==> src/rtl/lqe_sqrt.sv <==
// pipelined integer square root, one root bit per stage
`default_nettype none
module lqe_sqrt #(
   parameter int NW = 48,
   parameter int TW = 8
) (
   input  logic              clock,
   input  logic              reset,
   input  logic              en,
   input  logic              in_valid,
   input  logic [NW-1:0]     radicand,
   input  logic [TW-1:0]     in_tag,
   output logic              out_valid,
   output logic [NW/2-1:0]   root,
   output logic [TW-1:0]     out_tag
);

   localparam int R  = NW / 2;
   localparam int RW = R + 2;

   logic           vld_ff  [R];
   logic [NW-1:0]  rad_ff  [R];
   logic [RW-1:0]  rem_ff  [R];
   logic [R-1:0]   root_ff [R];
   logic [TW-1:0]  tag_ff  [R];

   for (genvar k = 0; k < R; k++) begin : g_stage
      logic           v_cur;
      logic [NW-1:0]  rad_cur;
      logic [RW-1:0]  rem_cur;
      logic [R-1:0]   root_cur;
      logic [TW-1:0]  tag_cur;
      logic [RW+1:0]  trial_rem;
      logic [RW+1:0]  trial_sub;
      logic           ge;

      if (k == 0) begin : g_first
         assign v_cur    = in_valid;
         assign rad_cur  = radicand;
         assign rem_cur  = '0;
         assign root_cur = '0;
         assign tag_cur  = in_tag;
      end else begin : g_next
         assign v_cur    = vld_ff[k-1];
         assign rad_cur  = rad_ff[k-1];
         assign rem_cur  = rem_ff[k-1];
         assign root_cur = root_ff[k-1];
         assign tag_cur  = tag_ff[k-1];
      end

      always_comb begin
         // bring down the next bit pair, try 4q+1
         trial_rem = {rem_cur, rad_cur[NW-1-2*k -: 2]};
         trial_sub = {2'b00, root_cur, 2'b01};
         ge        = trial_rem >= trial_sub;
      end

      always_ff @(posedge clock) begin
         if (reset) begin
            vld_ff[k] <= 1'b0;
         end else if (en) begin
            vld_ff[k] <= v_cur;
         end
      end

      always_ff @(posedge clock) begin
         if (en) begin
            rad_ff[k]  <= rad_cur;
            rem_ff[k]  <= ge ? RW'(trial_rem - trial_sub) : RW'(trial_rem);
            root_ff[k] <= {root_cur[R-2:0], ge};
            tag_ff[k]  <= tag_cur;
         end
      end
   end

   assign out_valid = vld_ff[R-1];
   assign root      = root_ff[R-1];
   assign out_tag   = tag_ff[R-1];

endmodule
`default_nettype wire

==> config.mk <==
export PLATFORM = sky130hd
export DESIGN_NAME = lqe_sqrt
export DESIGN_NICKNAME = d
export VERILOG_FILES = /design/src/rtl/lqe_sqrt.sv
export SDC_FILE = /design/constraint.sdc
export NUM_CORES = 2
export LEC_CHECK = 0
export ABC_CLOCK_PERIOD_IN_PS = 4600
export BUFFER_PORTS_ARGS = -buffer_cell sky130_fd_sc_hd__clkbuf_2
export CAP_MARGIN = 20
export CORE_AREA = 5 5 344 346
export DETAILED_ROUTE_END_ITERATION = 12
export DIE_AREA = 0 0 349 351
export GPL_ROUTABILITY_DRIVEN = 0
export PLACE_DENSITY = 0.79
export SLEW_MARGIN = 40
export SYNTH_ARGS = -nofsm -noshare
export SYNTH_HDL_FRONTEND = slang
export SYNTH_SLANG_ARGS = --single-unit
==> constraint.sdc <==
create_clock -name clock -period 4.6 [get_ports clock]
set_input_delay 0.23 -clock clock [delete_from_list [all_inputs] [get_ports clock]]
set_output_delay 0.23 -clock clock [all_outputs]
set_load 0.02 [all_outputs]
; Word level (Yosys, flattened, before mapping)
; Memories as Yosys holds them, arrays and structs flattened.
; Index checks and enable logic that the tools add are counted.
[word_totals]
ff_bits = 0
mem_bits_rw = 2568
inputBits = 60
out_inout_bits = 33
elab_cells = 131
mem_count = 5
[op_classes]
add_sub_neg = 24
order_cmp = 24
n_mux = 54
n_bitwise = 24
[mem_list]
columns = name, words, word_bits, rd, rd_ports_with_merged_regs, wr, line_no
row1 = rad_ff, 24, 48, 23, 0, 24, 22  ; logic [NW-1:0] rad_ff [R];
row2 = rem_ff, 24, 26, 23, 0, 24, 23  ; logic [RW-1:0] rem_ff [R];
row3 = root_ff, 24, 24, 24, 0, 24, 24  ; logic [R-1:0] root_ff [R];
row4 = tag_ff, 24, 8, 24, 0, 24, 25  ; logic [TW-1:0] tag_ff [R];
row5 = vld_ff, 24, 1, 24, 0, 24, 21  ; logic vld_ff [R];
[ops]
columns = operator, count
row1 = 28-bit by 26-bit greater-or-equal comparator with 1-bit output, 23
row2 = 26-bit two-way mux, 24
row3 = 26-bit subtractor, 23
row4 = 1-bit two-way mux, 30
row5 = 1-bit bitwise OR, 24
row6 = 2-bit by 1-bit subtractor with 3-bit output (second input constant), 1
row7 = 2-bit by 1-bit greater-or-equal comparator with 1-bit output (second input constant), 1

; Longest topological paths before layout
[depth]
depth_word = 4
depth_mapped = 14
mapped_depth_nobuf = 12

; Worst setup path after synthesis
; Ideal clock, no wire load.
[synth_timing]
path_type = register to register
startpoint = memory rem_ff[0][86] in the netlist's numbering
endpoint = memory rem_ff[0][115] in the netlist's numbering (data pin)
setup_time_ps = 271
t_arrival_ps = 3380
required_ps = 4329
setup_slack_ps = 948
path_stages_with_launch = 10
path_buffers = 0
synth_period_minus_slack_ps = 3652
cell_sequence = edfxtp_1 or4_4 or4b_4 or4_4 or4_4 or4_1 nand4b_4 nand3_2 nor4_1 xor2_1
[synth_lines]
columns = item, line_no
row1 = start: declaration, 23

==> results by group <==
Job
  – Maximum capacitance violations: 0

Pwr
  – Leakage component of the power: 30.8 nW
  – Worst vdd ir: 0.429 mV
  – P per Cell Area: 472 mW/mm²

Drt
  – Total routed wirelength: 122 mm
  – Iter 0 DRT Violations: 2672
  – Via count: 40900
  – Vias/cell: 5.74
  – Number of antenna-violating nets in the routed design: 0
  – Drt first pass iters: 6
  – Routed len/inst: 17.2 µm
  – Number of design rule violations left after detail routing: 0

CTS
  – H-tree level count: 4
  – # Post-CTS Setup Buffers: 0
  – Number of buffers created by CTS: 161
  – Cell chosen for the clock root: clkbuf_16
  – CTS clock-pin slew for the worst setup and hold paths: 0.07 ns
  – Clock latency reported for the late side of the worst-skew pair: 0.74 ns
  – Clock sink total: 1631
  – Total of cells resized after clock tree synthesis: 0
  – Clock tree from TritonCTS: built
  – Max Root-Sink Buffers: 3

Place
  – Count of buffers inserted at the top-level ports: 92
  – Number of placed instances with taps included: 6769
  – Area of placed instances: 0.0744 mm²
  – Half-perimeter wire length after placement: 82.0 mm

Finish
  – Layout overhead on the synthesized area: 11.9%
  – Commonest non-fill, non-tap cell in the layout: edfxtp_1
  – Final instance count without filler cells: 7122
  – Final net count: 5857
  – Fraction of layout instances using a drive strength above 1: 8.27%
  – Commonest cells after routing, fill and taps aside: edfxtp_1 (1631), inv_1 (390), nand2_1 (371), ha_1 (326), a21oi_1 (274)
  – Final instance area: 0.0803 mm²

Global routing
  – Global-route wire length before repair: 199 mm
  – Total global routing track utilization: 19.9%
  – Number of antenna violations at the first check in global routing: 1
  – Largest net degree at the start of global routing: 175
  – Via count of the first global-routing pass: 40100
  – Gr ovfl total: 0

Floorplanning
  – X dimension of the die: 349 µm
  – Standard cell core area: 0.115 mm²
  – Height of the die: 351 µm
  – Overall die area: 0.122 mm²
  – Starting density of the core: 62.4%
  – Cell row count: 125
  – I/O pin total: 93

Setup path
  – Cell chain of the critical path: or4_4 -> or4b_4 -> or4_4 -> or4_4 -> or4_1 -> nand4b_4 -> nand3_2 -> nor3_1 -> xor2_1
  – Library cell appearing most often on the critical path: or4_4
  – Kind of critical path: flip-flop to flip-flop
  – Buffers & Inverters on Critical Path: 0
  – Critical path data required time: 5.08 ns
  – Signal arrival time at the worst endpoint: 4.54 ns
  – CP peak stage delay: 0.59 ns
  – Crit Path Max Fanout: 14
  – Cell with the largest stage delay on the worst path: or4_4
  – Crit start category: flip-flop
  – Delay-heaviest family, CP: simple AND/OR/NAND/NOR gates
  – Setup crit end kind: flip-flop

Synth
  – Synthesized cell area: 0.0718 mm²
  – Post-synth top area share: 68.2%
  – FFs w/ async S/R, synth: 0%
  – Cells after Synth: 5189
  – EDFF count, synth: 1631
  – Post-Synthesis Net Count: 5575
  – Area contributors post-synth: edfxtp_1 (68%), ha_1 (5.7%), xnor2_1 (2.9%)
  – Most used flip-flop cell after synthesis: edfxtp_1
  – Post-synthesis cell type count: 76
  – Mean Syn Cell Area: 13.8 µm²
  – Cell accounting for the most synthesized area: edfxtp_1
  – Number of synthesized register bits: 1631
  – Part of the Yosys area used for sequential elements: 68.2%
  – Total number of yosys warnings: 0

STA
  – Final number of setup-violating endpoints: 0
  – Clock period minus final worst setup slack: 4.07 ns
  – Worst rel slew slack: 43.9%
  – Setup TNS Final: 0 ns
  – Worst Tran Pin Value: 0.841 ns
  – Timing-limited maximum frequency: 246 MHz
  – RSZ-0062 raised after global routing: false
  – Final Hold Fails: 0
  – Final worst clock skew: 0.0228 ns
  – Ratio of final minimum period to clock period: 88.4%
  – Final Max Tran Viols: 0

Status
  – Result of the run: finished clean

Worst hold path
  – Type of the tightest min-delay check: input pin to flip-flop
==> per-stage QoR <==
step / setup WS (ns) / hold WS [ns] / utilization [%] / power [mW]
after global routing: 0.329 / 0.140 / 69.8 / 39.7
after detailed placement: 0.593 / 0.405 / 64.6 / 25.2
after floorplan: 0.948 / 0.329 / - / 23.4
final: 0.534 / 0.193 / 69.8 / 37.9
after CTS: 0.555 / 0.125 / 69.7 / 38.1
after global placement: 0.647 / 0.400 / 64.6 / 24.9
==> Yosys cell counts (all sizes together), types with 16 or more instances <==
library cell,count
inv,390
and2,44
nor2,269
nand2,371
nand3,84
nor4,61
nand4,42
and3,27
nand3b,32
a21boi,16
xnor2,238
mux2,36
o21bai,19
edfxtp,1631
a21oi,275
nand2b,61
a211oi,24
nor2b,51
o21ai,267
or3,34
o31ai,33
or2,25
a31oi,23
a21o,134
xor2,216
or4,32
o21a,67
clkbuf,73
ha,326
nor3,121
==> power by group <==
group / internal (mW) / leakage, nW / switching (mW) / total (mW)
clock: 7.52 / 2.56 / 5.33 / 12.9
combinational: 2.48 / 12.5 / 3.20 / 5.68
sequential: 18.4 / 15.7 / 0.946 / 19.3
total: 28.4 / 30.8 / 9.48 / 37.9
==> state kept, by name, indices dropped and copies added (netlist names) <==
name     cells
rem_ff     563
tag_ff     192
rad_ff     552
root_ff    300
vld_ff      24
==> final timing paths <==
check	startpoint	endpoint	slack, ns	cells past startpoint
hold / removal	radicand[32]	rad_ff[0][32]	0.19	2
setup / recovery	rem_ff[0][86]	rem_ff[0][119]	0.53	9
setup reg to reg	rem_ff[0][86]	rem_ff[0][119]	0.53	9
hold reg to reg	rad_ff[0][23]	rad_ff[0][71]	0.40	0
==> metal layers <==
metal | GRT usage, % | share of wire [%] | wire, µm | up-vias
li1 | - | - | - | 19800
met1 | 24.6 | 40 | 48900 | 19600
met2 | 35.0 | 51 | 62100 | 1198
met3 | 3.49 | 5.4 | 6540 | 314
met4 | 8.27 | 3.8 | 4630 | 0
met5 | 0 | 0 | 0 | -
==> repair_timing <==
| action | in CTS | in global routing |
|---|---|---|
| setup endpoints to repair | 0 | 0 |
| hold buffers | 60 | 0 |
| endpoints found under the hold margin | 96 | 0 |
==> final cells by class <==
| type | count | area (µm²) |
|---|---|---|
| multi-input cells | 3088 | 21100 |
| well taps | 1524 | 1910 |
| repair buffers | 198 | 1640 |
| flip-flops and latches | 1631 | 49000 |
| clock buffers | 182 | 4240 |
| fillers | 7515 | 34800 |
| inverters | 391 | 1470 |
| diodes | 1 | 2.50 |
| clock inverters | 107 | 1010 |
==> logic make-up after synthesis <==
family / synth area share (%)
AO/OA/AOI/OAI: 8.31
XOR/XNOR: 5.54
adder cells (fa/ha/maj): 5.68
buffers and inverters: 2.47
flip-flops: 68.2
multiplexers: 0.690
other: 0.00522
AND/OR/NAND/NOR: 9.07
Power figures use the tool's default switching activity.
