**src/rtl/lqe_pkg.sv**
```systemverilog
// shared constants and types for the line to quad expansion unit
`default_nettype none
package lqe_pkg;

   // magnitudes are brought below this many bits before squaring
   localparam int LIM_BITS  = 24;
   // extra fraction bits on the squared length before the root
   localparam int SQ_SHIFT  = 14;
   // line width field
   localparam int W_BITS    = 12;
   // offset magnitude never exceeds ceil(w/2), so it fits this many bits
   localparam int Q_BITS    = 12;
   // dividend scale, undoes the 7 root fraction bits and the halving
   localparam int RND_SHIFT = 6;

   typedef struct packed {
      logic degen;
      logic neg_dx;
      logic neg_dy;
   } seg_flags_type;

endpackage
`default_nettype wire

```
**src/rtl/lqe_front.sv**
```systemverilog
// front stages: deltas, magnitudes, range shift, products and squared length
`default_nettype none
module lqe_front #(
   parameter int CW = 16,
   parameter int MW = 16,
   parameter int NW = 48
) (
   input  logic                            clock,
   input  logic                            reset,
   input  logic                            en,
   input  logic                            in_valid,
   input  logic signed [CW-1:0]            start_x,
   input  logic signed [CW-1:0]            start_y,
   input  logic signed [CW-1:0]            end_x,
   input  logic signed [CW-1:0]            end_y,
   input  logic [lqe_pkg::W_BITS-1:0]      line_width,
   output logic                            out_valid,
   output logic [NW-1:0]                   sq_sum,
   output logic [MW+lqe_pkg::W_BITS-1:0]   aw,
   output logic [MW+lqe_pkg::W_BITS-1:0]   bw,
   output lqe_pkg::seg_flags_type          flags,
   output logic [4*CW-1:0]                 pts
);
   import lqe_pkg::*;

   localparam int DW  = CW + 1;
   localparam int PW  = MW + W_BITS;
   localparam int SHW = $clog2(CW - MW + 2);

   logic               vld_ff [5];
   logic [4*CW-1:0]    pts_ff [5];
   logic [W_BITS-1:0]  w_ff [3];
   seg_flags_type      fl_ff [4];
   seg_flags_type      fl_in;
   logic [DW-1:0]      dx_ff;
   logic [DW-1:0]      dy_ff;
   logic [DW-1:0]      dx_abs;
   logic [DW-1:0]      dy_abs;
   logic [CW-1:0]      ab_or;
   logic [SHW-1:0]     sh_in;
   logic [SHW-1:0]     sh_ff;
   logic [CW-1:0]      am_ff;
   logic [CW-1:0]      bm_ff;
   logic [MW-1:0]      an_ff;
   logic [MW-1:0]      bn_ff;
   logic [2*MW-1:0]    aa_ff;
   logic [2*MW-1:0]    bb_ff;
   logic [PW-1:0]      aw4_ff;
   logic [PW-1:0]      bw4_ff;
   logic [PW-1:0]      aw5_ff;
   logic [PW-1:0]      bw5_ff;
   logic [2*MW:0]      sq_sum_w;
   logic [NW-1:0]      sum_ff;

   always_comb begin
      dx_abs = dx_ff[DW-1] ? (~dx_ff + 1'b1) : dx_ff;
      dy_abs = dy_ff[DW-1] ? (~dy_ff + 1'b1) : dy_ff;
      ab_or  = dx_abs[CW-1:0] | dy_abs[CW-1:0];
      // smallest common right shift that brings both magnitudes into range
      sh_in  = '0;
      for (int i = MW; i < CW; i++) begin
         if (ab_or[i]) begin
            sh_in = SHW'(i - MW + 1);
         end
      end
      fl_in.degen  = (dx_ff == '0) && (dy_ff == '0);
      fl_in.neg_dx = dx_ff[DW-1];
      fl_in.neg_dy = dy_ff[DW-1];
      sq_sum_w     = {1'b0, aa_ff} + {1'b0, bb_ff};
   end

   for (genvar s = 0; s < 5; s++) begin : g_vld
      always_ff @(posedge clock) begin
         if (reset) begin
            vld_ff[s] <= 1'b0;
         end else if (en) begin
            vld_ff[s] <= (s == 0) ? in_valid : vld_ff[(s == 0) ? 0 : s-1];
         end
      end
   end

   always_ff @(posedge clock) begin
      if (en) begin
         dx_ff     <= {end_x[CW-1], end_x} - {start_x[CW-1], start_x};
         dy_ff     <= {end_y[CW-1], end_y} - {start_y[CW-1], start_y};
         pts_ff[0] <= {start_x, start_y, end_x, end_y};
         w_ff[0]   <= line_width;

         am_ff     <= dx_abs[CW-1:0];
         bm_ff     <= dy_abs[CW-1:0];
         sh_ff     <= sh_in;
         fl_ff[0]  <= fl_in;
         pts_ff[1] <= pts_ff[0];
         w_ff[1]   <= w_ff[0];

         an_ff     <= MW'(am_ff >> sh_ff);
         bn_ff     <= MW'(bm_ff >> sh_ff);
         fl_ff[1]  <= fl_ff[0];
         pts_ff[2] <= pts_ff[1];
         w_ff[2]   <= w_ff[1];

         aa_ff     <= {{MW{1'b0}}, an_ff} * {{MW{1'b0}}, an_ff};
         bb_ff     <= {{MW{1'b0}}, bn_ff} * {{MW{1'b0}}, bn_ff};
         aw4_ff    <= {{W_BITS{1'b0}}, an_ff} * {{MW{1'b0}}, w_ff[2]};
         bw4_ff    <= {{W_BITS{1'b0}}, bn_ff} * {{MW{1'b0}}, w_ff[2]};
         fl_ff[2]  <= fl_ff[1];
         pts_ff[3] <= pts_ff[2];

         sum_ff    <= NW'({sq_sum_w, {SQ_SHIFT{1'b0}}});
         aw5_ff    <= aw4_ff;
         bw5_ff    <= bw4_ff;
         fl_ff[3]  <= fl_ff[2];
         pts_ff[4] <= pts_ff[3];
      end
   end

   assign out_valid = vld_ff[4];
   assign sq_sum    = sum_ff;
   assign aw        = aw5_ff;
   assign bw        = bw5_ff;
   assign flags     = fl_ff[3];
   assign pts       = pts_ff[4];

endmodule
`default_nettype wire

```
**config.mk**
```make
export PLATFORM = sky130hd
export DESIGN_NAME = lqe_front
export DESIGN_NICKNAME = d
export VERILOG_FILES = /design/src/rtl/lqe_pkg.sv /design/src/rtl/lqe_front.sv
export SDC_FILE = /design/constraint.sdc
export NUM_CORES = 2
export LEC_CHECK = 0
export BUFFER_PORTS_ARGS = -buffer_cell sky130_fd_sc_hd__buf_4
export CORE_MARGIN = 2
export CORE_UTILIZATION = 35
export CTS_CLUSTER_DIAMETER = 30
export CTS_CLUSTER_SIZE = 10
export DETAILED_ROUTE_END_ITERATION = 8
export SLEW_MARGIN = 40
export SYNTH_ARGS = -nofsm -noshare
export SYNTH_HDL_FRONTEND = slang
export SYNTH_SLANG_ARGS = --single-unit
```
**constraint.sdc**
```tcl
create_clock -name clock -period 12.1 [get_ports clock]
set_clock_uncertainty 0.05 [all_clocks]
set_input_delay 1.815 -clock clock [delete_from_list [all_inputs] [get_ports clock]]
set_output_delay 1.815 -clock clock [all_outputs]
set_load 0.05 [all_outputs]
```
Word-level counts from Yosys, hierarchy flattened
Memories as Yosys holds them, arrays and structs flattened.
Index checks and enable logic that the tools add are counted.
{ "op_classes": {"bitwise": 7, "reduce_logical": 3, "n_mul": 4, "n_addsub": 5, "n_mux": 13} }
{ "ops": {"columns": ["op", "n"], "rows": [
  ["multiplier 16 x 16 -> 32 bit", 2],
  ["multiplier 16 x 12 -> 28 bit", 2],
  ["zero test 17 bit", 2],
  ["subtractor 16 x 16 -> 17 bit", 2],
  ["adder 32 x 32 -> 33 bit", 1],
  ["adder 16 x 1 -> 16 bit, second input constant", 2],
  ["two-way mux 16 bit", 2],
  ["NOT 16 bit", 2],
  ["two-way mux 1 bit", 11],
  ["bitwise OR 1 bit", 5],
  ["logical AND 1 bit", 1]
]} }
{ "totals": {"input_bits": 80, "word_cells": 49, "mem_count": 4, "ram_bits": 373, "reg_bits": 307, "output_inout_bits": 172} }
{ "mem_list": {"columns": ["name", "depth", "width", "read_ports", "rd_clocked_by_memory_dff", "write_ports", "line", "source"], "rows": [
  ["pts_ff", 5, 64, 5, 0, 5, "lqe_front.sv:31", "logic [4*CW-1:0] pts_ff [5];"],
  ["w_ff", 3, 12, 3, 0, 3, "lqe_front.sv:32", "logic [W_BITS-1:0] w_ff [3];"],
  ["fl_ff", 4, 3, 4, 0, 4, "lqe_front.sv:33", "seg_flags_type fl_ff [4];"],
  ["vld_ff", 5, 1, 5, 0, 5, "lqe_front.sv:30", "logic vld_ff [5];"]
]} }

Depth between registers and ports, before layout
{ "depth": {"ltp_word": 4, "depth_mapped": 24, "ltp_nobuf": 23} }

Worst setup path before layout
OpenSTA, ideal clock, no wires.
{ "synth_path": {"kind": "reg2reg", "start": "register an_ff[8]", "end": "register aa_ff[30], data pin", "setup_ns": 0.258, "stages_incl_launch_ff": 25, "required_ns": 11.792, "arrival_time_ns": 5.890, "setup_slack_ns": 5.903, "n_path_buf": 1, "synth_period_minus_slack_ns": 6.197, "cell_sequence": "edfxtp_1 > clkbuf_1 > nand2_1 > inv_1 > fa_1 > inv_1 > fa_1 > inv_1 > fa_1 > inv_1 > fa_1 > inv_1 > fa_1 > inv_1 > fa_1 > inv_1 > ha_1 > nand4_1 > nor4_1 > o41ai_1 > nand2b_1 > and3_4 > a31o_1 > o31a_1 > xor2_1"} }
{ "synth_via": {"elab_chain_len": 1} }
{ "synth_lines": {"columns": ["item", "line", "source"], "rows": [
  ["start: declaration", "lqe_front.sv:44", "logic [MW-1:0] an_ff;"],
  ["start signal: assignment", "lqe_front.sv:96", "an_ff <= MW'(am_ff >> sh_ff);"],
  ["multiplier 16 x 16 -> 32 bit", "lqe_front.sv:102", "aa_ff <= {{MW{1'b0}}, an_ff} * {{MW{1'b0}}, an_ff};"],
  ["end signal: assignment", "lqe_front.sv:102", null],
  ["end: declaration", "lqe_front.sv:46", "logic [2*MW-1:0] aa_ff;"]
]} }
No other way between the ends.
A chain may end at the register's enable or synchronous reset.

Final worst setup path
Same ends and word-level chain as after synthesis.

==> results.json <==
{
  "worstMarginPinSlew_ns": 0.7861,
  "grt_pass1_vias": 34010,
  "place_area_sq_um": 55130,
  "min_to": "fl_ff[3][1]$_DFFE_PP_",
  "r2r_start": "an_ff[8]$_DFFE_PP_",
  "drive_gt1_share_pct": 11.35,
  "finish.net_count": 5816,
  "netlist_area_sq_um": 51640,
  "hp-start": "fl_ff[2][1]$_DFFE_PP_",
  "die_w_microns": 388.1,
  "yosysTopAreaCell": "edfxtp_1",
  "multi_input_area_sq_um": 26730,
  "synth_seq_cells": 678,
  "postSynthCellCount": 4504,
  "worstHoldPathCells": 0,
  "worst-path-buf-inv": 8,
  "post_cts_buffers": 0,
  "area_growth_pct": 16.68,
  "r2r_slack_ns": 5.46,
  "synth.top_cell.area_share_pct": 39.43,
  "syn_area_per_cell_sq_um": 11.47,
  "critPathSlowestCell": "fa_1",
  "timing.rr.end": "aa_ff[30]$_DFFE_PP_",
  "drc_errors": 0,
  "synth_most_common_cell": "inv_1",
  "path_clk_slew_ns": 0.05,
  "yosysWarnings": 0,
  "crit_type": "register to register",
  "timing.fmax_mhz": 150.7,
  "worstPathRequired_ns": 12.54,
  "synthArstFlopShare_pct": 0,
  "ant_nets": 0,
  "diodes": 0,
  "synth_cell_types": 78,
  "rsz0062_at_grt": "false",
  "final_area_sq_um": 60250,
  "regArea_sq_um": 20360,
  "portBuffers": 236,
  "ys_seq_area_share_pct": 39.43,
  "dp.cells": 6497,
  "pin_count": 252,
  "clk_latency_ns": 0.76,
  "hp-class": "register to register",
  "die_h_microns": 388.1,
  "critPathMaxStageDelay_ns": 0.53,
  "cts.sinks": 678,
  "cts-root-buf": "clkbuf_16",
  "cts_tree": "built",
  "hold_viol": 0,
  "start_util_pct": 35.35,
  "max-cap-violations": 0,
  "grt_pass1_wl_mm": 180.7,
  "fin_cells": 6762,
  "max-slew-margin-rel_pct": 47.59,
  "setup_violations": 0,
  "cts_buffers": 145,
  "place_congestion": 0.8477,
  "avgViaCountPerCell": 4.646,
  "cts_resized": 0,
  "crit_fanout": 25,
  "n_fill_cell": 13730,
  "grt_overflow_total": 0,
  "critPathLaunchType": "register",
  "crit_family": "adder cells",
  "period_needed_ns": 6.636,
  "path_cells": "buf_4 -> nand2_1 -> inv_1 -> fa_1 -> inv_1 -> fa_1 -> inv_1 -> fa_1 -> inv_1 -> fa_1 -> inv_1 -> fa_1 -> inv_1 -> fa_1 -> inv_1 -> ha_1 -> nand4_1 -> nor4_1 -> o41ai_1 -> nand2b_1 -> and3_4 -> a31o_1 -> o31a_1 -> xor2_1",
  "synth_flop_cell": "edfxtp_1",
  "dieArea_sq_um": 150600,
  "row_count": 140,
  "drt_iter0_markers": 1757,
  "synth.cells.most_frequent": "923 x inv_1, 678 x edfxtp_1, 607 x fa_1",
  "drt_first_pass_iters": 5,
  "wl_mm": 111.1,
  "status": "complete, no violations",
  "hold_buffers": 0,
  "dp_hpwl_mm": 83.25,
  "vias": 31410,
  "grt_antenna_before_repair": 3,
  "avgRoutedWirePerCell_microns": 16.44,
  "h-tree-depth": 4,
  "grt_max_degree": 157,
  "tns_ns": 0,
  "final-max-slew-violation-count": 0,
  "crit_arrival_ns": 7.07,
  "grt_use_total_pct": 15.16,
  "cpMostUsedCell": "inv_1",
  "synth_area_leaders": "edfxtp_1 39%, fa_1 24%, ha_1 9.7%, inv_1 6.7%, nand2_1 3.6%",
  "core_sq_um": 146100,
  "clk_path_buf_depth": 3,
  "ff2ff_path_depth": 24,
  "synth_edf_count": 678,
  "endpoint_kind": "register",
  "finalCritPeriodShare_pct": 54.84
}
## worst max path at each step
stage                          endpoint  slack [ns]  cells past startpoint                 from
floorplan           aa_ff[30]$_DFFE_PP_        5.90                     24   an_ff[8]$_DFFE_PP_
global placement    aa_ff[30]$_DFFE_PP_        5.49                     24   an_ff[3]$_DFFE_PP_
detailed placement  aa_ff[30]$_DFFE_PP_        5.45                     24   an_ff[8]$_DFFE_PP_
CTS                 aa_ff[30]$_DFFE_PP_        5.42                     24   an_ff[8]$_DFFE_PP_
global route        aa_ff[30]$_DFFE_PP_        5.13                     22  an_ff[12]$_DFFE_PP_
finish              aa_ff[30]$_DFFE_PP_        5.46                     24   an_ff[8]$_DFFE_PP_
## placed cells by master (no fill, tap or decap), types with 35 or more instances in the layout
master	instances
inv_1	923
edfxtp_1	678
fa_1	607
nand2_1	498
ha_1	401
buf_4	281
and2_1	198
clkbuf_16	148
xnor2_1	140
a21oi_1	129
nor2_1	125
o21ai_0	88
a21o_1	83
xor2_1	46
nand3_1	36
nor2b_1	35
## logic make-up (layout without fill, tap and decap cells)
group | Yosys count | in the layout | synth area share, %
buffers and inverters | 1148 | 1475 | 8.921
and+or+nand+nor | 1014 | 1014 | 9.236
adders and majority gates | 1008 | 1008 | 33.25
DFF | 678 | 678 | 39.43
AOI/OAI and AO/OA | 463 | 463 | 5.885
xor gates and xnor gates | 186 | 186 | 3.155
muxes | 6 | 6 | 0.1211
other | 1 | 15 | 0.007262
## flip-flops by register name, summed over array words and instances, names as in the netlist, 17 cells and up
register	count
dy_ff	17
dx_ff	17
w_ff	36
aw	28
pts_ff	320
bw4_ff	28
sq_sum	33
bb_ff	31
bw	28
aa_ff	31
aw4_ff	28
## cell type report
type                            instances  share of cell area (%)
Clock inverter                        102                   2.209
Clock buffer                          162                   6.234
Timing Repair Buffer                  288                   3.680
Multi-Input combinational cell       2692                   44.36
Sequential cell                       678                   33.79
Inverter                              923                   5.750
Tap cell                             1917                   3.981
## worst reg2reg max path, cell delays in order (launching register included)
cell      delay, ns
edfxtp_1       0.37
buf_4          0.25
nand2_1        0.15
inv_1          0.07
fa_1           0.53
inv_1          0.06
fa_1           0.53
inv_1          0.05
fa_1           0.49
inv_1          0.05
fa_1           0.53
inv_1          0.05
fa_1           0.48
inv_1          0.05
fa_1           0.47
inv_1          0.04
ha_1           0.35
nand4_1        0.15
nor4_1         0.09
o41ai_1        0.44
nand2b_1       0.19
and3_4         0.23
a31o_1         0.24
o31a_1         0.30
xor2_1         0.14
## metal layers
metal / wire (microns) / vias up / track usage [%]
met3: 7005 / 154 / 3.931
met2: 53670 / 647 / 25.43
met4: 3064 / 6 / 5.447
met1: 47350 / 15740 / 18.84
met5: 47 / - / 0
li1: - / 14870 / -
## metrics by stage
stage                     util [%]  worst slack [ns]  hold slack [ns]
after floorplan                  -             5.903           0.3503
after global placement       37.73             5.492           0.3502
after detailed placement     37.74             5.453           0.3545
after CTS                    41.22             5.416           0.3418
after global routing         41.24             5.132           0.3456
final                        41.24             5.464           0.3386
Power is left out: the tool's default activity adds up to more than one toggle a clock period on the data nets, which glitch-free logic cannot reach.
