==> src/rtl/lqe_pkg.sv <==
// shared constants and types for the line to quad expansion unit
`default_nettype none
package lqe_pkg;

   // magnitudes are brought below this many bits before squaring
   localparam int LIM_BITS  = 24;
   // extra fraction bits on the squared length before the root
   localparam int SQ_SHIFT  = 14;
   // line width field
   localparam int W_BITS    = 12;
   // offset magnitude never exceeds ceil(w/2), so it fits this many bits
   localparam int Q_BITS    = 12;
   // dividend scale, undoes the 7 root fraction bits and the halving
   localparam int RND_SHIFT = 6;

   typedef struct packed {
      logic degen;
      logic neg_dx;
      logic neg_dy;
   } seg_flags_type;

endpackage
`default_nettype wire

==> src/rtl/lqe_div.sv <==
// pipelined two-lane restoring divider for the rounded offset magnitudes
`default_nettype none
module lqe_div #(
   parameter int PW  = 28,
   parameter int DVW = 24,
   parameter int TW  = 67
) (
   input  logic                          clock,
   input  logic                          reset,
   input  logic                          en,
   input  logic                          in_valid,
   input  logic [DVW-1:0]                divisor,
   input  logic [PW-1:0]                 prod_x,
   input  logic [PW-1:0]                 prod_y,
   input  logic [TW-1:0]                 in_tag,
   output logic                          out_valid,
   output logic [lqe_pkg::Q_BITS-1:0]    quot_x,
   output logic [lqe_pkg::Q_BITS-1:0]    quot_y,
   output logic [TW-1:0]                 out_tag
);
   import lqe_pkg::*;

   localparam int NUMW = PW + RND_SHIFT + 1;
   localparam int EW   = NUMW + Q_BITS;

   logic              pv_ff;
   logic [DVW-1:0]    pdvs_ff;
   logic [NUMW-1:0]   pnum_ff [2];
   logic [TW-1:0]     ptag_ff;

   logic              vld_ff [Q_BITS];
   logic [DVW-1:0]    dvs_ff [Q_BITS];
   logic [NUMW-1:0]   rem_ff [Q_BITS][2];
   logic [Q_BITS-1:0] quo_ff [Q_BITS][2];
   logic [TW-1:0]     tag_ff [Q_BITS];

   always_ff @(posedge clock) begin
      if (reset) begin
         pv_ff <= 1'b0;
      end else if (en) begin
         pv_ff <= in_valid;
      end
   end

   // dividend = product * 64 + floor(len / 2), giving round half up
   always_ff @(posedge clock) begin
      if (en) begin
         pdvs_ff    <= divisor;
         pnum_ff[0] <= NUMW'({prod_x, {RND_SHIFT{1'b0}}}) + NUMW'(divisor >> 1);
         pnum_ff[1] <= NUMW'({prod_y, {RND_SHIFT{1'b0}}}) + NUMW'(divisor >> 1);
         ptag_ff    <= in_tag;
      end
   end

   for (genvar j = 0; j < Q_BITS; j++) begin : g_stage
      logic              v_cur;
      logic [DVW-1:0]    dvs_cur;
      logic [NUMW-1:0]   rem_cur [2];
      logic [Q_BITS-1:0] quo_cur [2];
      logic [TW-1:0]     tag_cur;
      logic [EW-1:0]     dsh;
      logic              ge [2];
      logic [NUMW-1:0]   rem_nx [2];

      if (j == 0) begin : g_first
         assign v_cur   = pv_ff;
         assign dvs_cur = pdvs_ff;
         assign rem_cur = pnum_ff;
         assign quo_cur = '{default: '0};
         assign tag_cur = ptag_ff;
      end else begin : g_next
         assign v_cur   = vld_ff[j-1];
         assign dvs_cur = dvs_ff[j-1];
         assign rem_cur = rem_ff[j-1];
         assign quo_cur = quo_ff[j-1];
         assign tag_cur = tag_ff[j-1];
      end

      always_comb begin
         dsh = EW'(dvs_cur) << (Q_BITS - 1 - j);
         for (int l = 0; l < 2; l++) begin
            ge[l]     = EW'(rem_cur[l]) >= dsh;
            rem_nx[l] = ge[l] ? NUMW'(EW'(rem_cur[l]) - dsh) : rem_cur[l];
         end
      end

      always_ff @(posedge clock) begin
         if (reset) begin
            vld_ff[j] <= 1'b0;
         end else if (en) begin
            vld_ff[j] <= v_cur;
         end
      end

      always_ff @(posedge clock) begin
         if (en) begin
            dvs_ff[j] <= dvs_cur;
            tag_ff[j] <= tag_cur;
            for (int l = 0; l < 2; l++) begin
               rem_ff[j][l] <= rem_nx[l];
               quo_ff[j][l] <= {quo_cur[l][Q_BITS-2:0], ge[l]};
            end
         end
      end
   end

   assign out_valid = vld_ff[Q_BITS-1];
   assign quot_x    = quo_ff[Q_BITS-1][0];
   assign quot_y    = quo_ff[Q_BITS-1][1];
   assign out_tag   = tag_ff[Q_BITS-1];

endmodule
`default_nettype wire

==> config.mk <==
export PLATFORM = sky130hd
export DESIGN_NAME = lqe_div
export DESIGN_NICKNAME = d
export VERILOG_FILES = /design/src/rtl/lqe_pkg.sv /design/src/rtl/lqe_div.sv
export SDC_FILE = /design/constraint.sdc
export NUM_CORES = 2
export LEC_CHECK = 0
export BUFFER_PORTS_ARGS = -buffer_cell sky130_fd_sc_hd__buf_2
export CAP_MARGIN = 40
export CORE_MARGIN = 1
export CORE_UTILIZATION = 57
export CTS_CLUSTER_DIAMETER = 30
export DETAILED_ROUTE_END_ITERATION = 6
export PLACE_DENSITY = 0.82
export SLEW_MARGIN = 20
export SYNTH_ARGS = -nofsm -noshare
export SYNTH_HDL_FRONTEND = slang
export SYNTH_SLANG_ARGS = --single-unit
==> constraint.sdc <==
create_clock -name clock -period 4.1 [get_ports clock]
set_clock_uncertainty 0.15 [all_clocks]
set_input_delay 0.41 -clock clock [delete_from_list [all_inputs] [get_ports clock]]
set_output_delay 0.41 -clock clock [all_outputs]
set_load 0.01 [all_outputs]
# == Word-level counts from Yosys, hierarchy flattened ==
# Memory sizes are Yosys's and may differ from the RTL's.
# Index checks and enable logic that the tools add are counted.
# totals
ff_bits,162
mem_bits_rw,2232
output_inout_bits,92
mem_bits_ro,0
memories,5
inputBits,151
latchBits,0
# op_classes
mux,42
shift,0
div_mod_pow,0
mul,0
eq_ne,0
magnitude_cmp,24
bitwise_logic,12
add_sub_neg,26
reduce_logical,0
# mem_list
memory,words,width,read_ports,rd_ports_with_merged_regs,write_ports,line_no,text
rem_ff,12,70,11,0,12,lqe_div.sv:33,logic [NUMW-1:0] rem_ff [Q_BITS][2];
tag_ff,12,67,12,0,12,lqe_div.sv:35,logic [TW-1:0] tag_ff [Q_BITS];
dvs_ff,12,24,11,0,12,lqe_div.sv:32,logic [DVW-1:0] dvs_ff [Q_BITS];
quo_ff,12,24,12,0,12,lqe_div.sv:34,logic [Q_BITS-1:0] quo_ff [Q_BITS][2];
vld_ff,12,1,12,0,12,lqe_div.sv:31,logic vld_ff [Q_BITS];
# op_table
cell,n
35-bit two-way mux,24
34-bit by 23-bit adder with 35-bit output,2
35-bit by 24-bit greater-or-equal comparator with 1-bit output,2
35-bit by 25-bit greater-or-equal comparator with 1-bit output,2
35-bit by 26-bit greater-or-equal comparator with 1-bit output,2
35-bit by 27-bit greater-or-equal comparator with 1-bit output,2
35-bit by 28-bit greater-or-equal comparator with 1-bit output,2
35-bit by 29-bit greater-or-equal comparator with 1-bit output,2
35-bit by 30-bit greater-or-equal comparator with 1-bit output,2
35-bit by 31-bit greater-or-equal comparator with 1-bit output,2
35-bit by 32-bit greater-or-equal comparator with 1-bit output,2
35-bit by 33-bit greater-or-equal comparator with 1-bit output,2
35-bit by 34-bit greater-or-equal comparator with 1-bit output,2
35-bit greater-or-equal comparator,2
35-bit by 24-bit subtractor with 35-bit output,2
35-bit by 25-bit subtractor with 35-bit output,2
35-bit by 26-bit subtractor with 35-bit output,2
35-bit by 27-bit subtractor with 35-bit output,2
35-bit by 28-bit subtractor with 35-bit output,2
35-bit by 29-bit subtractor with 35-bit output,2
35-bit by 30-bit subtractor with 35-bit output,2
35-bit by 31-bit subtractor with 35-bit output,2
35-bit by 32-bit subtractor with 35-bit output,2
35-bit by 33-bit subtractor with 35-bit output,2
4 further kinds,34

# == Depth between registers and ports, before layout ==
# depth
depth_word,4
ltp_mapped,15

# == Worst setup path after synthesis ==
# Ideal clock, no wire load.
# synth_path
path_type,reg-to-reg
startpoint,memory dvs_ff[9][2] (netlist: dvs_ff[2][26])
endpoint,"memory rem_ff[2][143] in the netlist's numbering, data pin"
arrival_time_ns,3.409
path_stages_with_launch,15
path_slack_ns,0.274
setup_time_ns,0.267
required_time_ns,3.683
period_less_slack_ns,3.826
path_cell_list,edfxtp_1 inv_1 ha_1 inv_1 fa_1 a21oi_1 o21ai_0 a221oi_2 a21oi_1 a221o_1 o21a_1 or4_1 nor2_1 clkbuf_1 o21ai_0
# synth_rtl
element,line_no
start: declaration,lqe_div.sv:32
end: declaration,lqe_div.sv:33

# == Final worst setup path ==
# layout_path
startpoint,input port divisor[7]
endpoint,"register pnum_ff (netlist bit g_stage[0].rem_cur[28]), data pin"
# layout_via
elab_chain_cells,1
# layout_rtl
element,line_no,text
start: declaration,lqe_div.sv:12,"input logic [DVW-1:0] divisor,"
34-bit by 23-bit adder with 35-bit output,lqe_div.sv:50,"pnum_ff[1] <= NUMW'({prod_y, {RND_SHIFT{1'b0}}}) + NUMW'(divisor >> 1);"
end: declaration,lqe_div.sv:28,logic [NUMW-1:0] pnum_ff [2];
# No other way between the ends.
# A chain may end at the register's enable or synchronous reset.

==> results by stage <==
Cells and area:
- At the end of the flow the core is filled with cells to 0.704.
- From synthesis to final layout, the design area changed by 22.4%.
- Of the cells placed in the final design, the portion with a size suffix greater than 1 is 0.156.
- After the last flow step, the layout net total stands at 9601.

Synthesis:
- Synthesis handed over a netlist of about 7700 instances.
- The most used flip-flop cell after synthesis is sky130_fd_sc_hd__edfxtp_1.
- The number of nets in the synthesized netlist is 8516.
- The area share of fa/ha/maj cells after synthesis is 0.0810.
- The post-synthesis share of cell area spent on and, or, nand and nor gates is 0.0917.
- The compound-gate portion of the synthesized area is 0.119.
- The count of flip-flops with a built-in enable after synthesis is roughly 2100.
- A synthesized cell averages 12.8 um2.
- In this run the cell area of the synthesized design comes to 0.0989 mm2.
- After synthesis, the largest family of logic cells by area is compound AO/OA/AOI/OAI gates.
- Synthesis instantiated 87 different standard cells from the library.
- The xor/xnor share of the synthesized area is 0.0503.
- The multiplexer area fraction after synthesis is 0.0109.
- The Yosys step of the flow raised 0 warnings.
- The async set-reset flop share out of synthesis is 0.
- Synthesis inferred 2054 register bits.
- Of the synthesized area, sequential elements account for 0.624.

Place:
- Port buffering added roughly 240 buffers.
- The setup slack after placement is -351 ps.
- After legalization and detailed placement, the total HPWL measured 182 mm.
- The weighted congestion reported at the end of routability-driven placement is 1.00.

Routing:
- The via count is about 67000.
- After detailed routing, the average wire length per cell comes to between 20 and 25 um.
- In this run the remaining antenna-violating nets after routing total 0.
- The number of vias per cell after detailed routing is 5.85.
- The detailed router finished its first iteration with around 5400 violations.
- The number of search-and-repair iterations in the first detailed-routing pass is 6.
- Wires add up to 267 mm.
- The DRC violation count after routing is 0.

Clock tree:
- Clock tree synthesis found a total of 2054 sinks.
- The clock latency reported for the late side of the worst-skew pair is 970 ps.
- The CTS H-tree depth is 5.
- The clock tree root driver cell is sky130_fd_sc_hd__clkbuf_16.
- TritonCTS created 378 clock buffers.
- TritonCTS built the clock tree.
- The clock-pin slew on the worst setup and hold paths is 60 ps.
- The maximum buffer depth of the clock tree is 4.

Timing:
- The worst path in the final design needs a cycle of 4190 ps, including I/O delays and setup.
- Dividing the final minimum period by the clock period gives 1.02.
- Derived from the worst setup path, the maximum achievable clock frequency is 0.239 GHz.
- The total count of hold-check failures in the final report was 0.
- The worst pin sits at a relative slew slack of 0.378.
- The number of pins with negative max-slew slack in the final report is 0.
- In the post-route analysis, the smallest setup slack over all paths is -89.1 ps.
- The actual transition at the worst max-transition pin is 910 ps.
- The count of final setup violators is 4.

Power:
- Dividing total power by cell area gives a power density of 739 mW/mm2.
- The leakage power total is 47.4 nW.
- The worst-case IR drop observed on VDD is 0.514 mV.

GRT:
- The number of global-route vias before repair is 68500.
- Entering global routing, the biggest net connects 128 pins.
- The first global-routing pass estimated 399 mm of wire.
- The total global routing track utilization is 0.302.
- The global-route congestion overflow total is 0.
- The number of antenna violations at the first check in global routing came to 7.

Critical path:
- The required time at the worst-slack endpoint is between 4000 and 5000 ps.
- STA classifies the critical path endpoint as a register.
- Measured in cells, the most critical reg-to-reg path has a length of 12.
- For flop-to-flop paths, the worst setup slack is -80 ps.
- The worst setup path is of the in2reg kind.
- STA classifies the critical path startpoint as a primary input.
- The capture instance of the worst register-to-register path is rem_ff[0][32].
- STA puts the critical path data arrival time at 4710 ps.
- The startpoint of the most critical register-to-register path is g_stage[0].dvs_cur[1].
- Along the worst path, the maximum fanout reaches 4.

Die:
- The core area is 0.172 mm2.
- The initial core utilization is 0.575.
- The chip height is 419 um.
- For this design the top-level I/O count stands at ~240.
- The die covers 0.175 mm2.
- The row count is 152.
- The horizontal die dimension is 419 um.

Min path:
- The beginning of the worst hold path is in_tag[52].
- The number of instances on the worst hold path is 2.
- The endpoint with the worst hold slack is g_stage[0].tag_cur[52].
- The path type of the worst min-delay path is in2reg.

Status:
- The final reports fail on negative setup slack.
- The flow ran to the end, but the final reports show violations.

Run:
- The count of max-cap constraint violations is 0.
worst max-delay path, stage by stage:
cell and delay, ps:
sky130_fd_sc_hd__dlygate4sd3_1 530, sky130_fd_sc_hd__buf_2 160, sky130_fd_sc_hd__ha_1 260, sky130_fd_sc_hd__fa_1 470, sky130_fd_sc_hd__a21oi_1 280, sky130_fd_sc_hd__o21bai_1 230
sky130_fd_sc_hd__a21oi_2 300, sky130_fd_sc_hd__o31ai_1 140, sky130_fd_sc_hd__a31oi_1 360, sky130_fd_sc_hd__o2111ai_1 340, sky130_fd_sc_hd__a21oi_2 350, sky130_fd_sc_hd__nor2_1 120
sky130_fd_sc_hd__nand2_1 110, sky130_fd_sc_hd__xnor2_1 70, sky130_fd_sc_hd__dlygate4sd3_1 570
per-layer routing:
| layer | vias up | track usage | wire length (um) |
|---|---|---|---|
| met2 | 2682 | 0.545 | 137000 |
| met1 | 32000 | 0.327 | 96100 |
| met3 | 857 | 0.0443 | 13700 |
| met4 | 0 | 0.202 | 19600 |
| li1 | 31400 | - | - |
| met5 | - | 0 | 0 |
cell type report:
cell class	count	area, um2
multi-input combinational	5081	35300
clock inverter	271	2890
fill	11500	50900
sequential	2054	61700
inverter	454	1700
timing repair buffer	854	6960
tap	2310	2890
clock buffer	408	9640
antenna	8	20.0
kinds of logic (layout without fill, tap and decap cells):
group,count (synthesis),count (layout)
xor gates and xnor gates,568,568
DFF,2054,2054
other,0,8
and+or+nand+nor,1877,1877
buffers and inverters,603,1987
AOI/OAI and AO/OA,1912,1912
muxes,97,97
adders and majority gates,627,627
worst max-delay path by stage:
stage | from | endpoint | slack [ps]
after floorplan | dvs_ff[2][26] | rem_ff[2][143] | 270
after global placement | rem_ff[0][272] | rem_ff[1][69] | -280
after detailed placement | dvs_ff[0][93] | rem_ff[1][69] | -350
after CTS | g_stage[0].dvs_cur[0] | rem_ff[0][19] | 0.5
after global routing | g_stage[0].dvs_cur[1] | rem_ff[0][32] | -220
final | divisor[7] | g_stage[0].rem_cur[28] | -90
stage by stage:
step	hold slack (ps)	area [um2]	setup TNS, ps	std cells	total power [mW]
after floorplan	250	98900	0	7738	48.6
after CTS	1.64	121000	0	11400	89.0
after global placement	250	106000	-4940	10500	57.4
after global routing	17.7	121000	-271	11400	93.5
final	51.5	121000	-188	11400	89.5
after detailed placement	255	106000	-7340	10500	58.0
cell usage after synthesis (66+ instances only):
| cell | count | area share |
|---|---|---|
| sky130_fd_sc_hd__nand4_1 | 91 | 0.0058 |
| sky130_fd_sc_hd__xnor2_1 | 309 | 0.027 |
| sky130_fd_sc_hd__inv_1 | 451 | 0.017 |
| sky130_fd_sc_hd__clkbuf_1 | 130 | 0.0049 |
| sky130_fd_sc_hd__o21a_1 | 84 | 0.0064 |
| sky130_fd_sc_hd__a21oi_1 | 565 | 0.029 |
| sky130_fd_sc_hd__nor3_1 | 131 | 0.0066 |
| sky130_fd_sc_hd__xor2_1 | 259 | 0.023 |
| sky130_fd_sc_hd__nand2_1 | 608 | 0.023 |
| sky130_fd_sc_hd__mux2_2 | 83 | 0.0095 |
| sky130_fd_sc_hd__nor2_1 | 413 | 0.016 |
| sky130_fd_sc_hd__nand3_1 | 133 | 0.0067 |
| sky130_fd_sc_hd__o21ai_0 | 547 | 0.028 |
| sky130_fd_sc_hd__a21o_1 | 265 | 0.020 |
| sky130_fd_sc_hd__edfxtp_1 | 2053 | 0.62 |
| sky130_fd_sc_hd__o31ai_1 | 66 | 0.0050 |
| sky130_fd_sc_hd__nor2b_1 | 92 | 0.0058 |
| sky130_fd_sc_hd__o21bai_1 | 75 | 0.0057 |
| sky130_fd_sc_hd__ha_1 | 605 | 0.077 |
| sky130_fd_sc_hd__nor4_1 | 68 | 0.0043 |
| sky130_fd_sc_hd__nand2b_1 | 86 | 0.0054 |
placed cells by master, fill, tap and decap left out, types with 37 or more instances in the layout:
cell                            synthesis  final
sky130_fd_sc_hd__a211oi_1              43     42
sky130_fd_sc_hd__a21o_1               265    265
sky130_fd_sc_hd__a21oi_1              565    556
sky130_fd_sc_hd__a31oi_1               42     39
sky130_fd_sc_hd__and3_1                52     52
sky130_fd_sc_hd__buf_12                 0     44
sky130_fd_sc_hd__buf_2                  8    241
sky130_fd_sc_hd__buf_4                  0    329
sky130_fd_sc_hd__bufinv_16              0     41
sky130_fd_sc_hd__clkbuf_16              0    381
sky130_fd_sc_hd__clkinv_2               0     53
sky130_fd_sc_hd__clkinv_4               0     37
sky130_fd_sc_hd__clkinvlp_4             0     42
sky130_fd_sc_hd__dlygate4sd3_1          0    237
sky130_fd_sc_hd__edfxtp_1            2053   2053
sky130_fd_sc_hd__ha_1                 605    598
sky130_fd_sc_hd__inv_1                451    450
sky130_fd_sc_hd__inv_6                  0     49
sky130_fd_sc_hd__mux2_2                83     83
sky130_fd_sc_hd__nand2_1              608    608
sky130_fd_sc_hd__nand2b_1              86     86
sky130_fd_sc_hd__nand3_1              133    133
sky130_fd_sc_hd__nand4_1               91     91
sky130_fd_sc_hd__nor2_1               413    408
sky130_fd_sc_hd__nor2b_1               92     90
sky130_fd_sc_hd__nor3_1               131    130
sky130_fd_sc_hd__nor4_1                68     66
sky130_fd_sc_hd__o21a_1                84     83
sky130_fd_sc_hd__o21ai_0              547    535
sky130_fd_sc_hd__o21bai_1              75     75
sky130_fd_sc_hd__o31ai_1               66     61
sky130_fd_sc_hd__or3_1                 52     51
sky130_fd_sc_hd__xnor2_1              309    309
sky130_fd_sc_hd__xor2_1               259    259
sequential cells by signal, indices dropped and copies added (netlist names):
name and count:
g_stage.dvs_cur 24, vld_ff 12, g_stage.rem_cur 58, g_stage.tag_cur 67
quo_ff 156, tag_ff 804, rem_ff 689, g_stage.v_cur 1
dvs_ff 243
power by group:
group / internal, mW / switching [mW]
combinational: 11.8 / 15.4
clock: 19.7 / 10.9
sequential: 28.7 / 2.99
repair_timing:
action / CTS / global route
buffers inserted: 0 / 5
resized for setup: 10 / 53
hold buffers: 236 / 1
endpoints found under the setup margin: 52 / 125
pin swaps: 2 / 9
endpoints found under the hold margin: 270 / 1
No activity file was read; power rests on OpenSTA's default activity.
